**config.mk**
```make
export PLATFORM = sky130hd
export DESIGN_NAME = optimal_replacement_cache_heap_flat
export DESIGN_NICKNAME = d
export VERILOG_FILES = /design/src/rtl/orch_pkg.sv /design/src/rtl/orch_req_if.sv /design/src/rtl/orch_rsp_if.sv /design/src/rtl/optimal_replacement_cache_heap.sv /design/src/rtl/orch_pos_map.sv /design/src/rtl/orch_heap_ctrl.sv /design/src/flat_wrapper.sv
export SDC_FILE = /design/constraint.sdc
export NUM_CORES = 2
export LEC_CHECK = 0
export BUFFER_PORTS_ARGS = -buffer_cell sky130_fd_sc_hd__buf_4
export CAP_MARGIN = 20
export CORE_MARGIN = 4
export CORE_UTILIZATION = 55
export CTS_CLUSTER_DIAMETER = 80
export DETAILED_ROUTE_END_ITERATION = 10
export GPL_TIMING_DRIVEN = 0
export PLACE_DENSITY = 0.69
export SLEW_MARGIN = 20
export SYNTH_ARGS = -nofsm -noshare
export SYNTH_HDL_FRONTEND = slang
export SYNTH_HIERARCHICAL = 1
export SYNTH_SLANG_ARGS = --single-unit
```
**constraint.sdc**
```tcl
create_clock -name i_clk -period 24 [get_ports i_clk]
set_clock_uncertainty 0.15 [all_clocks]
set_input_delay 7.2 -clock i_clk [delete_from_list [all_inputs] [get_ports i_clk]]
set_output_delay 7.2 -clock i_clk [all_outputs]
set_load 0.02 [all_outputs]
```
**src/rtl/orch_pkg.sv**
```systemverilog
// ----------------------------------------------------------------------------
// orch_pkg
// Shared constants and types of the optimal replacement cache heap.
// ----------------------------------------------------------------------------
package orch_pkg;

    localparam int CAPACITY    = 16;
    localparam int NUM_OBJECTS = 256;
    localparam int TIME_WIDTH  = 16;

    localparam int ID_W    = 8;
    localparam int KEY_W   = TIME_WIDTH;
    localparam int COUNT_W = 16;
    localparam int CFG_W   = 16;
    localparam int SLOT_W  = (CAPACITY > 1) ? $clog2(CAPACITY) : 1;
    localparam int FILL_W  = $clog2(CAPACITY + 1);
    localparam int OBJ_W   = (NUM_OBJECTS > 1) ? $clog2(NUM_OBJECTS) : 1;

    typedef struct packed {
        logic [KEY_W-1:0] key;
        logic [ID_W-1:0]  obj;
    } t_slot;

    typedef struct packed {
        logic [ID_W-1:0]  id;
        logic [KEY_W-1:0] key;
    } t_item;

    typedef struct packed {
        logic               hit;
        logic               evicted_valid;
        logic [ID_W-1:0]    evicted_id;
        logic [COUNT_W-1:0] miss_count;
    } t_result;

    typedef struct packed {
        logic              en;
        logic [OBJ_W-1:0]  addr;
        logic [FILL_W-1:0] data;
    } t_pmap_wr;

endpackage

```
**src/rtl/orch_req_if.sv**
```systemverilog
// ----------------------------------------------------------------------------
// orch_req_if
// Request channel: object id, next-use time and no-more-uses flag.
// ----------------------------------------------------------------------------
interface orch_req_if import orch_pkg::*; ();

    logic             valid;
    logic             ready;
    logic [ID_W-1:0]  obj_id;
    logic [KEY_W-1:0] next_use;
    logic             no_more_uses;

    modport source (output valid, output obj_id, output next_use, output no_more_uses,
                    input ready);
    modport sink   (input valid, input obj_id, input next_use, input no_more_uses,
                    output ready);

endinterface

```
**src/rtl/orch_rsp_if.sv**
```systemverilog
// ----------------------------------------------------------------------------
// orch_rsp_if
// Result channel: hit, eviction and running miss count.
// ----------------------------------------------------------------------------
interface orch_rsp_if import orch_pkg::*; ();

    logic               valid;
    logic               ready;
    logic               hit;
    logic               evicted_valid;
    logic [ID_W-1:0]    evicted_id;
    logic [COUNT_W-1:0] miss_count;

    modport source (output valid, output hit, output evicted_valid, output evicted_id,
                    output miss_count, input ready);
    modport sink   (input valid, input hit, input evicted_valid, input evicted_id,
                    input miss_count, output ready);

endinterface

```
**src/rtl/optimal_replacement_cache_heap.sv**
```systemverilog
// ----------------------------------------------------------------------------
// optimal_replacement_cache_heap
// Farthest-next-use cache simulator built on an indexed max-heap.
// ----------------------------------------------------------------------------
// Each request on i_req carries an object id and its next-use time, or the
// no-more-uses flag, which takes the key from the never_key register written
// over i_cfg_we / i_cfg_wdata. Each request yields exactly one result on
// o_rsp: hit, eviction flag and id, and the saturating miss count.
// Requests are handled one at a time by a sequencer around a heap slot
// memory and a position map, each with one read and one write port, and one
// shared key comparator; a sift-up level passes through S_UP and S_UP_CMP, a
// sift-down level through S_DN, S_DN_L, S_DN_RC when a right child exists,
// and S_DN_CMP. After a result is taken the sequencer returns to idle before
// the next request is accepted.
// i_req.ready is high only while the sequencer is idle. A finished result
// moves into the output register, so the next request is taken while that
// result waits; a stalled receiver holds the result and blocks only the
// following one. Synchronous reset empties the cache, marks every object
// absent, clears the miss count and sets never_key to all ones.
// ----------------------------------------------------------------------------
module optimal_replacement_cache_heap import orch_pkg::*; (
    input  logic             i_clk,
    input  logic             i_rst_n,
    input  logic             i_cfg_we,
    input  logic [CFG_W-1:0] i_cfg_wdata,
    orch_req_if.sink         i_req,
    orch_rsp_if.source       o_rsp
);

    logic [KEY_W-1:0]  r_never_key, n_never_key;
    logic              r_out_vld,   n_out_vld;
    t_result           r_out,       n_out;

    t_item             item;
    logic              idle;
    logic              done;
    logic              take;
    logic              accept;
    t_result           result;
    logic [OBJ_W-1:0]  pmap_raddr;
    logic [FILL_W-1:0] pmap_rdata;
    t_pmap_wr          pmap_wr;

    assign item.id  = i_req.obj_id;
    assign item.key = i_req.no_more_uses ? r_never_key : KEY_W'(i_req.next_use);

    assign i_req.ready = idle;
    assign accept      = i_req.valid && idle;
    assign take        = done && (!r_out_vld || o_rsp.ready);

    orch_heap_ctrl u_ctrl (
        .i_clk        (i_clk),
        .i_rst_n      (i_rst_n),
        .i_start      (accept),
        .i_item       (item),
        .o_idle       (idle),
        .o_done       (done),
        .o_result     (result),
        .i_take       (take),
        .o_pmap_raddr (pmap_raddr),
        .i_pmap_rdata (pmap_rdata),
        .o_pmap_wr    (pmap_wr)
    );

    orch_pos_map u_pos_map (
        .i_clk   (i_clk),
        .i_rst_n (i_rst_n),
        .i_raddr (pmap_raddr),
        .o_rdata (pmap_rdata),
        .i_wr    (pmap_wr)
    );

    always_comb begin
        n_never_key = r_never_key;
        n_out_vld   = r_out_vld;
        n_out       = r_out;
        if (i_cfg_we) begin
            n_never_key = KEY_W'(i_cfg_wdata);
        end
        if (take) begin
            n_out     = result;
            n_out_vld = 1'b1;
        end else if (o_rsp.ready) begin
            n_out_vld = 1'b0;
        end
    end

    always_ff @(posedge i_clk) begin
        if (!i_rst_n) begin
            r_never_key <= '1;
            r_out_vld   <= 1'b0;
        end else begin
            r_never_key <= n_never_key;
            r_out_vld   <= n_out_vld;
        end
    end

    always_ff @(posedge i_clk) begin
        r_out <= n_out;
    end

    assign o_rsp.valid         = r_out_vld;
    assign o_rsp.hit           = r_out.hit;
    assign o_rsp.evicted_valid = r_out.evicted_valid;
    assign o_rsp.evicted_id    = r_out.evicted_id;
    assign o_rsp.miss_count    = r_out.miss_count;

endmodule

```
**src/rtl/orch_pos_map.sv**
```systemverilog
// ----------------------------------------------------------------------------
// orch_pos_map
// Object to heap slot map: one write and one registered read per cycle,
// per-entry valid bits so that unwritten entries read as absent.
// ----------------------------------------------------------------------------
module orch_pos_map import orch_pkg::*; (
    input  logic              i_clk,
    input  logic              i_rst_n,
    input  logic [OBJ_W-1:0]  i_raddr,
    output logic [FILL_W-1:0] o_rdata,
    input  t_pmap_wr          i_wr
);

    logic [FILL_W-1:0]      r_mem [NUM_OBJECTS];
    logic [NUM_OBJECTS-1:0] r_vld;
    logic [FILL_W-1:0]      r_rdata;
    logic                   r_rvld;

    always_ff @(posedge i_clk) begin
        if (i_wr.en) begin
            r_mem[i_wr.addr] <= i_wr.data;
        end
        r_rdata <= r_mem[i_raddr];
    end

    always_ff @(posedge i_clk) begin
        if (!i_rst_n) begin
            r_vld  <= '0;
            r_rvld <= 1'b0;
        end else begin
            if (i_wr.en) begin
                r_vld[i_wr.addr] <= 1'b1;
            end
            r_rvld <= r_vld[i_raddr];
        end
    end

    assign o_rdata = r_rvld ? r_rdata : FILL_W'(CAPACITY);

endmodule

```
**src/rtl/orch_heap_ctrl.sv**
```systemverilog
// ----------------------------------------------------------------------------
// orch_heap_ctrl
// Heap slot memory, shared key comparator and the sequencer that walks
// lookup, eviction, sift-down, insertion and sift-up one step per cycle.
// ----------------------------------------------------------------------------
module orch_heap_ctrl import orch_pkg::*; (
    input  logic              i_clk,
    input  logic              i_rst_n,
    input  logic              i_start,
    input  t_item             i_item,
    output logic              o_idle,
    output logic              o_done,
    output t_result           o_result,
    input  logic              i_take,
    output logic [OBJ_W-1:0]  o_pmap_raddr,
    input  logic [FILL_W-1:0] i_pmap_rdata,
    output t_pmap_wr          o_pmap_wr
);

    localparam int DN_W = SLOT_W + 2;

    typedef enum logic [11:0] {
        S_IDLE   = 12'b0000_0000_0001,
        S_CHECK  = 12'b0000_0000_0010,
        S_EV0    = 12'b0000_0000_0100,
        S_EV1    = 12'b0000_0000_1000,
        S_DN     = 12'b0000_0001_0000,
        S_DN_L   = 12'b0000_0010_0000,
        S_DN_RC  = 12'b0000_0100_0000,
        S_DN_CMP = 12'b0000_1000_0000,
        S_INS    = 12'b0001_0000_0000,
        S_UP     = 12'b0010_0000_0000,
        S_UP_CMP = 12'b0100_0000_0000,
        S_DONE   = 12'b1000_0000_0000
    } t_state;

    t_state              r_state,     n_state;
    logic [ID_W-1:0]     r_id,        n_id;
    logic [KEY_W-1:0]    r_key,       n_key;
    t_slot               r_cur,       n_cur;
    t_slot               r_big,       n_big;
    logic [SLOT_W-1:0]   r_pos,       n_pos;
    logic [SLOT_W-1:0]   r_big_pos,   n_big_pos;
    logic [FILL_W-1:0]   r_filled,    n_filled;
    logic [COUNT_W-1:0]  r_count,     n_count;
    logic                r_hit,       n_hit;
    logic                r_ev_valid,  n_ev_valid;
    logic [ID_W-1:0]     r_ev_id,     n_ev_id;

    t_slot               r_heap [CAPACITY];
    t_slot               r_rd;
    logic                hw_en;
    logic [SLOT_W-1:0]   hw_addr;
    t_slot               hw_data;
    logic [SLOT_W-1:0]   hr_addr;

    logic [KEY_W-1:0]    cmp_a;
    logic [KEY_W-1:0]    cmp_b;
    logic                cmp_lt;

    logic [DN_W-1:0]     left;
    logic [DN_W-1:0]     right;
    logic [SLOT_W-1:0]   parent;

    always_ff @(posedge i_clk) begin
        if (hw_en) begin
            r_heap[hw_addr] <= hw_data;
        end
        r_rd <= r_heap[hr_addr];
    end

    assign left   = (DN_W'(r_pos) << 1) + DN_W'(1);
    assign right  = left + DN_W'(1);
    assign parent = SLOT_W'((r_pos - SLOT_W'(1)) >> 1);

    always_comb begin
        unique case (r_state)
            S_UP_CMP: begin
                cmp_a = r_rd.key;
                cmp_b = r_cur.key;
            end
            S_DN_RC: begin
                cmp_a = r_big.key;
                cmp_b = r_rd.key;
            end
            default: begin
                cmp_a = r_cur.key;
                cmp_b = r_big.key;
            end
        endcase
    end

    assign cmp_lt = cmp_a < cmp_b;

    always_comb begin
        n_state    = r_state;
        n_id       = r_id;
        n_key      = r_key;
        n_cur      = r_cur;
        n_big      = r_big;
        n_pos      = r_pos;
        n_big_pos  = r_big_pos;
        n_filled   = r_filled;
        n_count    = r_count;
        n_hit      = r_hit;
        n_ev_valid = r_ev_valid;
        n_ev_id    = r_ev_id;
        hw_en      = 1'b0;
        hw_addr    = r_pos;
        hw_data    = r_cur;
        hr_addr    = '0;
        o_pmap_wr  = '{en: 1'b0, addr: OBJ_W'(r_cur.obj), data: FILL_W'(r_pos)};

        unique case (r_state)
            S_IDLE: begin
                if (i_start) begin
                    n_id       = i_item.id;
                    n_key      = i_item.key;
                    n_hit      = 1'b0;
                    n_ev_valid = 1'b0;
                    n_ev_id    = '0;
                    n_state    = S_CHECK;
                end
            end
            S_CHECK: begin
                if (i_pmap_rdata < r_filled) begin
                    n_hit   = 1'b1;
                    n_cur   = '{key: r_key, obj: r_id};
                    n_pos   = SLOT_W'(i_pmap_rdata);
                    n_state = S_UP;
                end else if (r_filled == FILL_W'(CAPACITY)) begin
                    hr_addr = '0;
                    n_state = S_EV0;
                end else begin
                    n_state = S_INS;
                end
            end
            S_EV0: begin
                n_ev_valid = 1'b1;
                n_ev_id    = r_rd.obj;
                n_filled   = FILL_W'(CAPACITY - 1);
                o_pmap_wr  = '{en: 1'b1, addr: OBJ_W'(r_rd.obj), data: FILL_W'(CAPACITY)};
                if (CAPACITY > 1) begin
                    hr_addr = SLOT_W'(CAPACITY - 1);
                    n_state = S_EV1;
                end else begin
                    n_state = S_INS;
                end
            end
            S_EV1: begin
                n_cur   = r_rd;
                n_pos   = '0;
                n_state = S_DN;
            end
            S_DN: begin
                if (left >= DN_W'(r_filled)) begin
                    hw_en        = 1'b1;
                    o_pmap_wr.en = 1'b1;
                    n_state      = S_INS;
                end else begin
                    hr_addr = SLOT_W'(left);
                    n_state = S_DN_L;
                end
            end
            S_DN_L: begin
                n_big     = r_rd;
                n_big_pos = SLOT_W'(left);
                if (right < DN_W'(r_filled)) begin
                    hr_addr = SLOT_W'(right);
                    n_state = S_DN_RC;
                end else begin
                    n_state = S_DN_CMP;
                end
            end
            S_DN_RC: begin
                if (cmp_lt) begin
                    n_big     = r_rd;
                    n_big_pos = SLOT_W'(right);
                end
                n_state = S_DN_CMP;
            end
            S_DN_CMP: begin
                hw_en = 1'b1;
                if (cmp_lt) begin
                    hw_data   = r_big;
                    o_pmap_wr = '{en: 1'b1, addr: OBJ_W'(r_big.obj), data: FILL_W'(r_pos)};
                    n_pos     = r_big_pos;
                    n_state   = S_DN;
                end else begin
                    o_pmap_wr.en = 1'b1;
                    n_state      = S_INS;
                end
            end
            S_INS: begin
                n_cur    = '{key: r_key, obj: r_id};
                n_pos    = SLOT_W'(r_filled);
                n_filled = r_filled + FILL_W'(1);
                if (r_count != '1) begin
                    n_count = r_count + COUNT_W'(1);
                end
                n_state  = S_UP;
            end
            S_UP: begin
                if (r_pos == '0) begin
                    hw_en        = 1'b1;
                    o_pmap_wr.en = 1'b1;
                    n_state      = S_DONE;
                end else begin
                    hr_addr = parent;
                    n_state = S_UP_CMP;
                end
            end
            S_UP_CMP: begin
                hw_en = 1'b1;
                if (cmp_lt) begin
                    hw_data   = r_rd;
                    o_pmap_wr = '{en: 1'b1, addr: OBJ_W'(r_rd.obj), data: FILL_W'(r_pos)};
                    n_pos     = parent;
                    n_state   = S_UP;
                end else begin
                    o_pmap_wr.en = 1'b1;
                    n_state      = S_DONE;
                end
            end
            S_DONE: begin
                if (i_take) begin
                    n_state = S_IDLE;
                end
            end
            default: begin
                n_state = S_IDLE;
            end
        endcase
    end

    always_ff @(posedge i_clk) begin
        if (!i_rst_n) begin
            r_state    <= S_IDLE;
            r_filled   <= '0;
            r_count    <= '0;
            r_hit      <= 1'b0;
            r_ev_valid <= 1'b0;
            r_ev_id    <= '0;
        end else begin
            r_state    <= n_state;
            r_filled   <= n_filled;
            r_count    <= n_count;
            r_hit      <= n_hit;
            r_ev_valid <= n_ev_valid;
            r_ev_id    <= n_ev_id;
        end
    end

    always_ff @(posedge i_clk) begin
        r_id      <= n_id;
        r_key     <= n_key;
        r_cur     <= n_cur;
        r_big     <= n_big;
        r_pos     <= n_pos;
        r_big_pos <= n_big_pos;
    end

    assign o_idle       = (r_state == S_IDLE);
    assign o_done       = (r_state == S_DONE);
    assign o_pmap_raddr = OBJ_W'(i_item.id);
    assign o_result     = '{hit: r_hit, evicted_valid: r_ev_valid, evicted_id: r_ev_id,
                            miss_count: r_count};

    a_start_to_check: assert property (@(posedge i_clk) disable iff (!i_rst_n)
        (o_idle && i_start) |=> (r_state == S_CHECK))
        else $error("accepted request did not enter lookup");

    a_hit_no_evict: assert property (@(posedge i_clk) disable iff (!i_rst_n)
        o_done |-> !(r_hit && r_ev_valid))
        else $error("hit reported together with eviction");

    a_fill_bound: assert property (@(posedge i_clk) disable iff (!i_rst_n)
        (r_state == S_INS) |-> (r_filled < FILL_W'(CAPACITY)))
        else $error("insertion into a full heap");

    a_count_step: assert property (@(posedge i_clk) disable iff (!i_rst_n)
        (r_state == S_INS) |=>
            ((r_count == $past(r_count) + COUNT_W'(1)) || ($past(r_count) == '1)))
        else $error("miss count did not advance");

    a_hit_no_count: assert property (@(posedge i_clk) disable iff (!i_rst_n)
        (o_done && r_hit) |-> $stable(r_count))
        else $error("miss count changed on a hit");

endmodule

```
**src/flat_wrapper.sv**
```systemverilog
// flat-port wrapper written by rule: the top's interface ports become plain ports
module optimal_replacement_cache_heap_flat import orch_pkg::*;
  (i_clk, i_rst_n, i_cfg_we, i_cfg_wdata, i_req_valid, i_req_obj_id, i_req_next_use, i_req_no_more_uses, i_req_ready, o_rsp_valid, o_rsp_hit, o_rsp_evicted_valid, o_rsp_evicted_id, o_rsp_miss_count, o_rsp_ready);
  orch_req_if i_req_i ();
  orch_rsp_if o_rsp_i ();
  input  logic i_clk;
  input  logic i_rst_n;
  input  logic i_cfg_we;
  input  logic [CFG_W-1:0] i_cfg_wdata;
  input wire logic [$bits(i_req_i.valid)-1:0] i_req_valid;
  input wire logic [$bits(i_req_i.obj_id)-1:0] i_req_obj_id;
  input wire logic [$bits(i_req_i.next_use)-1:0] i_req_next_use;
  input wire logic [$bits(i_req_i.no_more_uses)-1:0] i_req_no_more_uses;
  output wire logic [$bits(i_req_i.ready)-1:0] i_req_ready;
  output wire logic [$bits(o_rsp_i.valid)-1:0] o_rsp_valid;
  output wire logic [$bits(o_rsp_i.hit)-1:0] o_rsp_hit;
  output wire logic [$bits(o_rsp_i.evicted_valid)-1:0] o_rsp_evicted_valid;
  output wire logic [$bits(o_rsp_i.evicted_id)-1:0] o_rsp_evicted_id;
  output wire logic [$bits(o_rsp_i.miss_count)-1:0] o_rsp_miss_count;
  input wire logic [$bits(o_rsp_i.ready)-1:0] o_rsp_ready;
  assign i_req_i.valid = i_req_valid;
  assign i_req_i.obj_id = i_req_obj_id;
  assign i_req_i.next_use = i_req_next_use;
  assign i_req_i.no_more_uses = i_req_no_more_uses;
  assign i_req_ready = i_req_i.ready;
  assign o_rsp_valid = o_rsp_i.valid;
  assign o_rsp_hit = o_rsp_i.hit;
  assign o_rsp_evicted_valid = o_rsp_i.evicted_valid;
  assign o_rsp_evicted_id = o_rsp_i.evicted_id;
  assign o_rsp_miss_count = o_rsp_i.miss_count;
  assign o_rsp_i.ready = o_rsp_ready;
  optimal_replacement_cache_heap u_core (.i_clk(i_clk), .i_rst_n(i_rst_n), .i_cfg_we(i_cfg_we), .i_cfg_wdata(i_cfg_wdata), .i_req(i_req_i), .o_rsp(o_rsp_i));
endmodule
```
==> metrics.md <==
| Metric | Value |
|---|---|
| Status | `finished, final reports clean` |
| Worst slack at placement | `about 12000 ps` |
| WL/cell | `32.5 um` |
| Fillers | `10617` |
| Clock Latency Late Sink | `roughly 840 ps` |
| Crit path cell chain | `buf_4, buf_4, buf_2, clkbuf_1, clkbuf_1, mux4_2, a22oi_1, a21oi_1, nor4_1, o22ai_1, or3_1` |
| Unrepaired setup endpoints after global routing | `false` |
| Max-cap check violation count | `0` |
| Mapped Cells | `roughly 5000` |
| Die H | `between 300 and 400 um` |
| Startpoint types | `input port` |
| Syn avg cell area | `approximately 17 um^2` |
| Post-layout nets | `around 5400` |
| Std-Cell Core Area | `about 150000 um^2` |
| Reg-to-Reg Start | `u_core/u_ctrl/r_state[11]` |
| Routed via count | `~50000` |
| Final Max Tran Viols | `0` |
| Critical Path End Type | `flop` |
| Power Dens Cells | `78.2 nW/um^2` |
| YS warnings | `6` |
| Setup Viol. Count Final | `0` |
| Maximum buffer depth of the clock tree | `3` |
| Synth area leaders | `edfxtp_1, mux4_2, dfxtp_1` |
| Post-Layout Cell Count | `7535` |
| Largest net degree at the start of global routing | `approximately 110` |
| Cts bufs inserted | `between 200 and 250` |
| Period utilization | `0.485` |
| GRT overflow | `0` |
| CTS tree | `yes` |
| Post-synth top area share | `0.638` |
| Htree depth | `4` |
| Worst-Margin Slew | `1220 ps` |
| DR vias/cell | `~6.7` |
| DRT iter0 DRCs | `8055` |
| CP required | `24490 ps` |
| DR pass1 iterations | `7` |
| Hold slack | `290 ps` |
| GRT met2 Usage | `0.438` |
| Final hold vios | `0` |
| Crit Path Class | `input port to flop` |
| Peak Freq | `between 80 and 90 MHz` |
| Root Buffer | `clkbuf_16` |
| Die W | `about 400 um` |
| Sequential area share after synthesis | `0.721` |
| Placed Cells | `7145` |
| Distinct cells, synth | `79` |
| Minimum clock period | `11640 ps` |
| Worst min-delay path class | `flop to flop` |
| Ys async rst share | `0` |
| Drt drc | `0` |
| Share of cells above drive strength 1 | `0.189` |
| Slowest stage delay, CP | `around 970 ps` |
| EDFF count, synth | `1770` |
| Cts repair resizes | `0` |
| Starting Density | `0.555` |
| Netlist area before placement | `around 83000 um^2` |
| Post-CTS Hold Buffers | `0` |
| Worst-path clk slew | `60 ps` |
| Slew HR | `0.184` |
| Dpl hpwl | `~170 mm` |
| PortBufs | `70` |
| Synth Register Bits | `between 2000 and 2500` |
| Die Area | `about 160000 um^2` |
| First-pass GRT wire length | `around 350 mm` |
| Area grow syn2layout | `13.4%` |
| ANT nets after route | `0` |
| Io pins | `74` |
| DRT Wirelength | `roughly 240 mm` |
| Maximum vdd ir drop | `0.0000715 V` |
| Met3 GRT Util | `0.106` |
| GRT Util Overall | `0.310` |
| Worst Setup Slack, final | `between 10000 and 15000 ps` |
| Number of global-route vias before repair | `between 40000 and 50000` |
| CP Max Fanout | `10` |
| Synth area leader | `edfxtp_1` |
| Hold path start | `u_core/u_ctrl/r_ev_id[6]` |
| CP startpoint | `i_req_obj_id[1]` |
| Ys flop type | `edfxtp_1` |
| GR Util met1 | `0.459` |
| Arr. time, crit path | `about 12000 ps` |
| Clock Sinks | `between 2000 and 2500` |
| Total Neg Setup Slack | `0 ps` |
| Setup Buffers After CTS | `0` |
| CP max stage cell | `clkbuf_1` |
| Synthesized net count | `5071` |
| Busiest grt layer | `met1` |
| Static leakage | `roughly 30 nW` |
| GP Congestion | `0.992` |
| Std-Cell Rows | `~140` |
| Initial antenna violation count | `12` |
==> cell type report <==
class,count,area [um^2],share of cell area
flip-flops and latches,2116,60100,0.636
multi-input cells,2492,21600,0.229
clock buffers,282,5540,0.0586
well taps,2016,2520,0.0267
repair buffers,139,1780,0.0188
plain buffers,354,1730,0.0183
clock inverters,99,1030,0.0109
inverters,28,105,0.00111
diodes,9,22.5,0.000238
==> logic make-up after synthesis <==
family | count (synthesis) | share of synthesized area
AOI/OAI and AO/OA | 902 | 0.0781
DFF | 2116 | 0.721
buffers and inverters | 382 | 0.0216
and+or+nand+nor | 1050 | 0.0571
muxes | 485 | 0.114
adders and majority gates | 35 | 0.00526
xor gates and xnor gates | 20 | 0.00210
==> layer usage <==
metal / wire, um / vias to the layer above
met5: 25 / -
met1: 96500 / 25777
met3: 34900 / 489
li1: - / 20567
met4: 8210 / 4
met2: 105000 / 3321
==> synth_stat cells, types with 5 or more instances <==
cell type  number
nor4b_1         5
mux2_4         10
a211oi_1       30
a22o_1         17
o311ai_1       16
buf_6          18
nor2_1        339
a221o_1         8
nor3_1        122
o311ai_0       33
a21o_1          5
and4_1          8
ha_1           35
edfxtp_1     1770
a22oi_1       202
and3_1         13
buf_4          32
or3_1          12
inv_1          27
nand3_1       138
buf_2          70
buf_1          27
a21oi_1       152
mux4_2        367
xor2_1          5
o221ai_1       14
dfxtp_1       346
o21ai_0        41
mux2_2         30
mux2i_1        78
o31ai_1        27
and2_1         12
xnor2_1        15
a31oi_1         7
o21a_1        260
clkbuf_1      205
o31a_1         47
nand2b_1        7
nand2_1       297
nor2b_1        22
nor4_1         25
o22ai_1        15
nand4_1        24
==> layout by cell type (no fill, tap or decap), types with 16 or more instances in the layout <==
| cell | netlist | final |
|---|---|---|
| edfxtp_1 | 1770 | 1770 |
| mux4_2 | 367 | 367 |
| dfxtp_1 | 346 | 346 |
| nor2_1 | 339 | 322 |
| nand2_1 | 297 | 297 |
| o21a_1 | 260 | 260 |
| clkbuf_1 | 205 | 249 |
| clkbuf_16 | 0 | 205 |
| a22oi_1 | 202 | 202 |
| a21oi_1 | 152 | 152 |
| nand3_1 | 138 | 138 |
| nor3_1 | 122 | 119 |
| buf_4 | 32 | 111 |
| mux2i_1 | 78 | 78 |
| buf_2 | 70 | 74 |
| o31a_1 | 47 | 47 |
| ha_1 | 35 | 35 |
| buf_6 | 18 | 33 |
| o311ai_0 | 33 | 33 |
| clkinv_2 | 0 | 32 |
| clkinv_1 | 1 | 32 |
| mux2_2 | 30 | 30 |
| a211oi_1 | 30 | 30 |
| inv_1 | 27 | 27 |
| o31ai_1 | 27 | 27 |
| nor4_1 | 25 | 25 |
| nand4_1 | 24 | 24 |
| buf_1 | 27 | 23 |
| nor2b_1 | 22 | 21 |
| buf_12 | 1 | 21 |
| o21ai_2 | 0 | 21 |
| clkbuf_2 | 0 | 21 |
| buf_16 | 0 | 20 |
| a22o_1 | 17 | 17 |
| o21ai_0 | 41 | 16 |
| o311ai_1 | 16 | 16 |
==> worst max-delay path, delay by kind of cell <==
family | cells | cell delay (ps)
and+or+nand+nor | 2 | 1200
muxes | 1 | 440
buffers and inverters | 5 | 2510
AOI/OAI and AO/OA | 3 | 740
==> registers in the layout (all words and copies together), names as in the netlist, 4 cells and up <==
signal,count
u_core/u_ctrl/hw_addr,4
u_core/u_ctrl/r_ev_id,8
u_core/u_ctrl/r_state,12
u_core/u_pos_map/r_rdata,5
u_core/u_ctrl/r_cur,24
u_core/r_never_key,16
u_core/u_ctrl/r_key,16
u_core/o_rsp.evicted_id,8
u_core/u_ctrl/r_filled,5
u_core/u_ctrl/r_big,24
u_core/u_ctrl/r_id,8
u_core/u_ctrl/r_count,16
u_core/u_ctrl/r_big_pos,4
u_core/u_pos_map/r_mem,1280
u_core/u_ctrl/r_rd,24
u_core/u_ctrl/r_heap,384
u_core/u_pos_map/r_vld,256
u_core/o_rsp.miss_count,16
==> power breakdown <==
| part | total, mW | switching (mW) | internal (mW) |
|---|---|---|---|
| sequential | 3.95 | 0.00617 | 3.95 |
| combinational | 0.287 | 0.186 | 0.101 |
| clock | 3.15 | 1.38 | 1.77 |
==> stage by stage <==
step / cell area [um^2] / utilization / total power, mW
final: 94500 / 0.629 / 7.39
after global routing: 94400 / 0.629 / 7.60
after CTS: 94400 / 0.629 / 7.41
after detailed placement: 87900 / 0.585 / 4.31
after global placement: 86300 / 0.575 / 4.30
after floorplan: 83300 / - / 4.19
==> final timing paths <==
path                                                        to  slack (ps)  cells past startpoint
worst min-delay path                u_core/o_rsp.evicted_id[6]         290                      0
worst max-delay path               u_core/u_pos_map/r_rdata[0]       12360                     11
worst max register to register  u_core/u_pos_map/r_mem[130][1]       15060                     22
worst min register to register      u_core/o_rsp.evicted_id[6]         290                      0
Power figures use the tool's default switching activity.
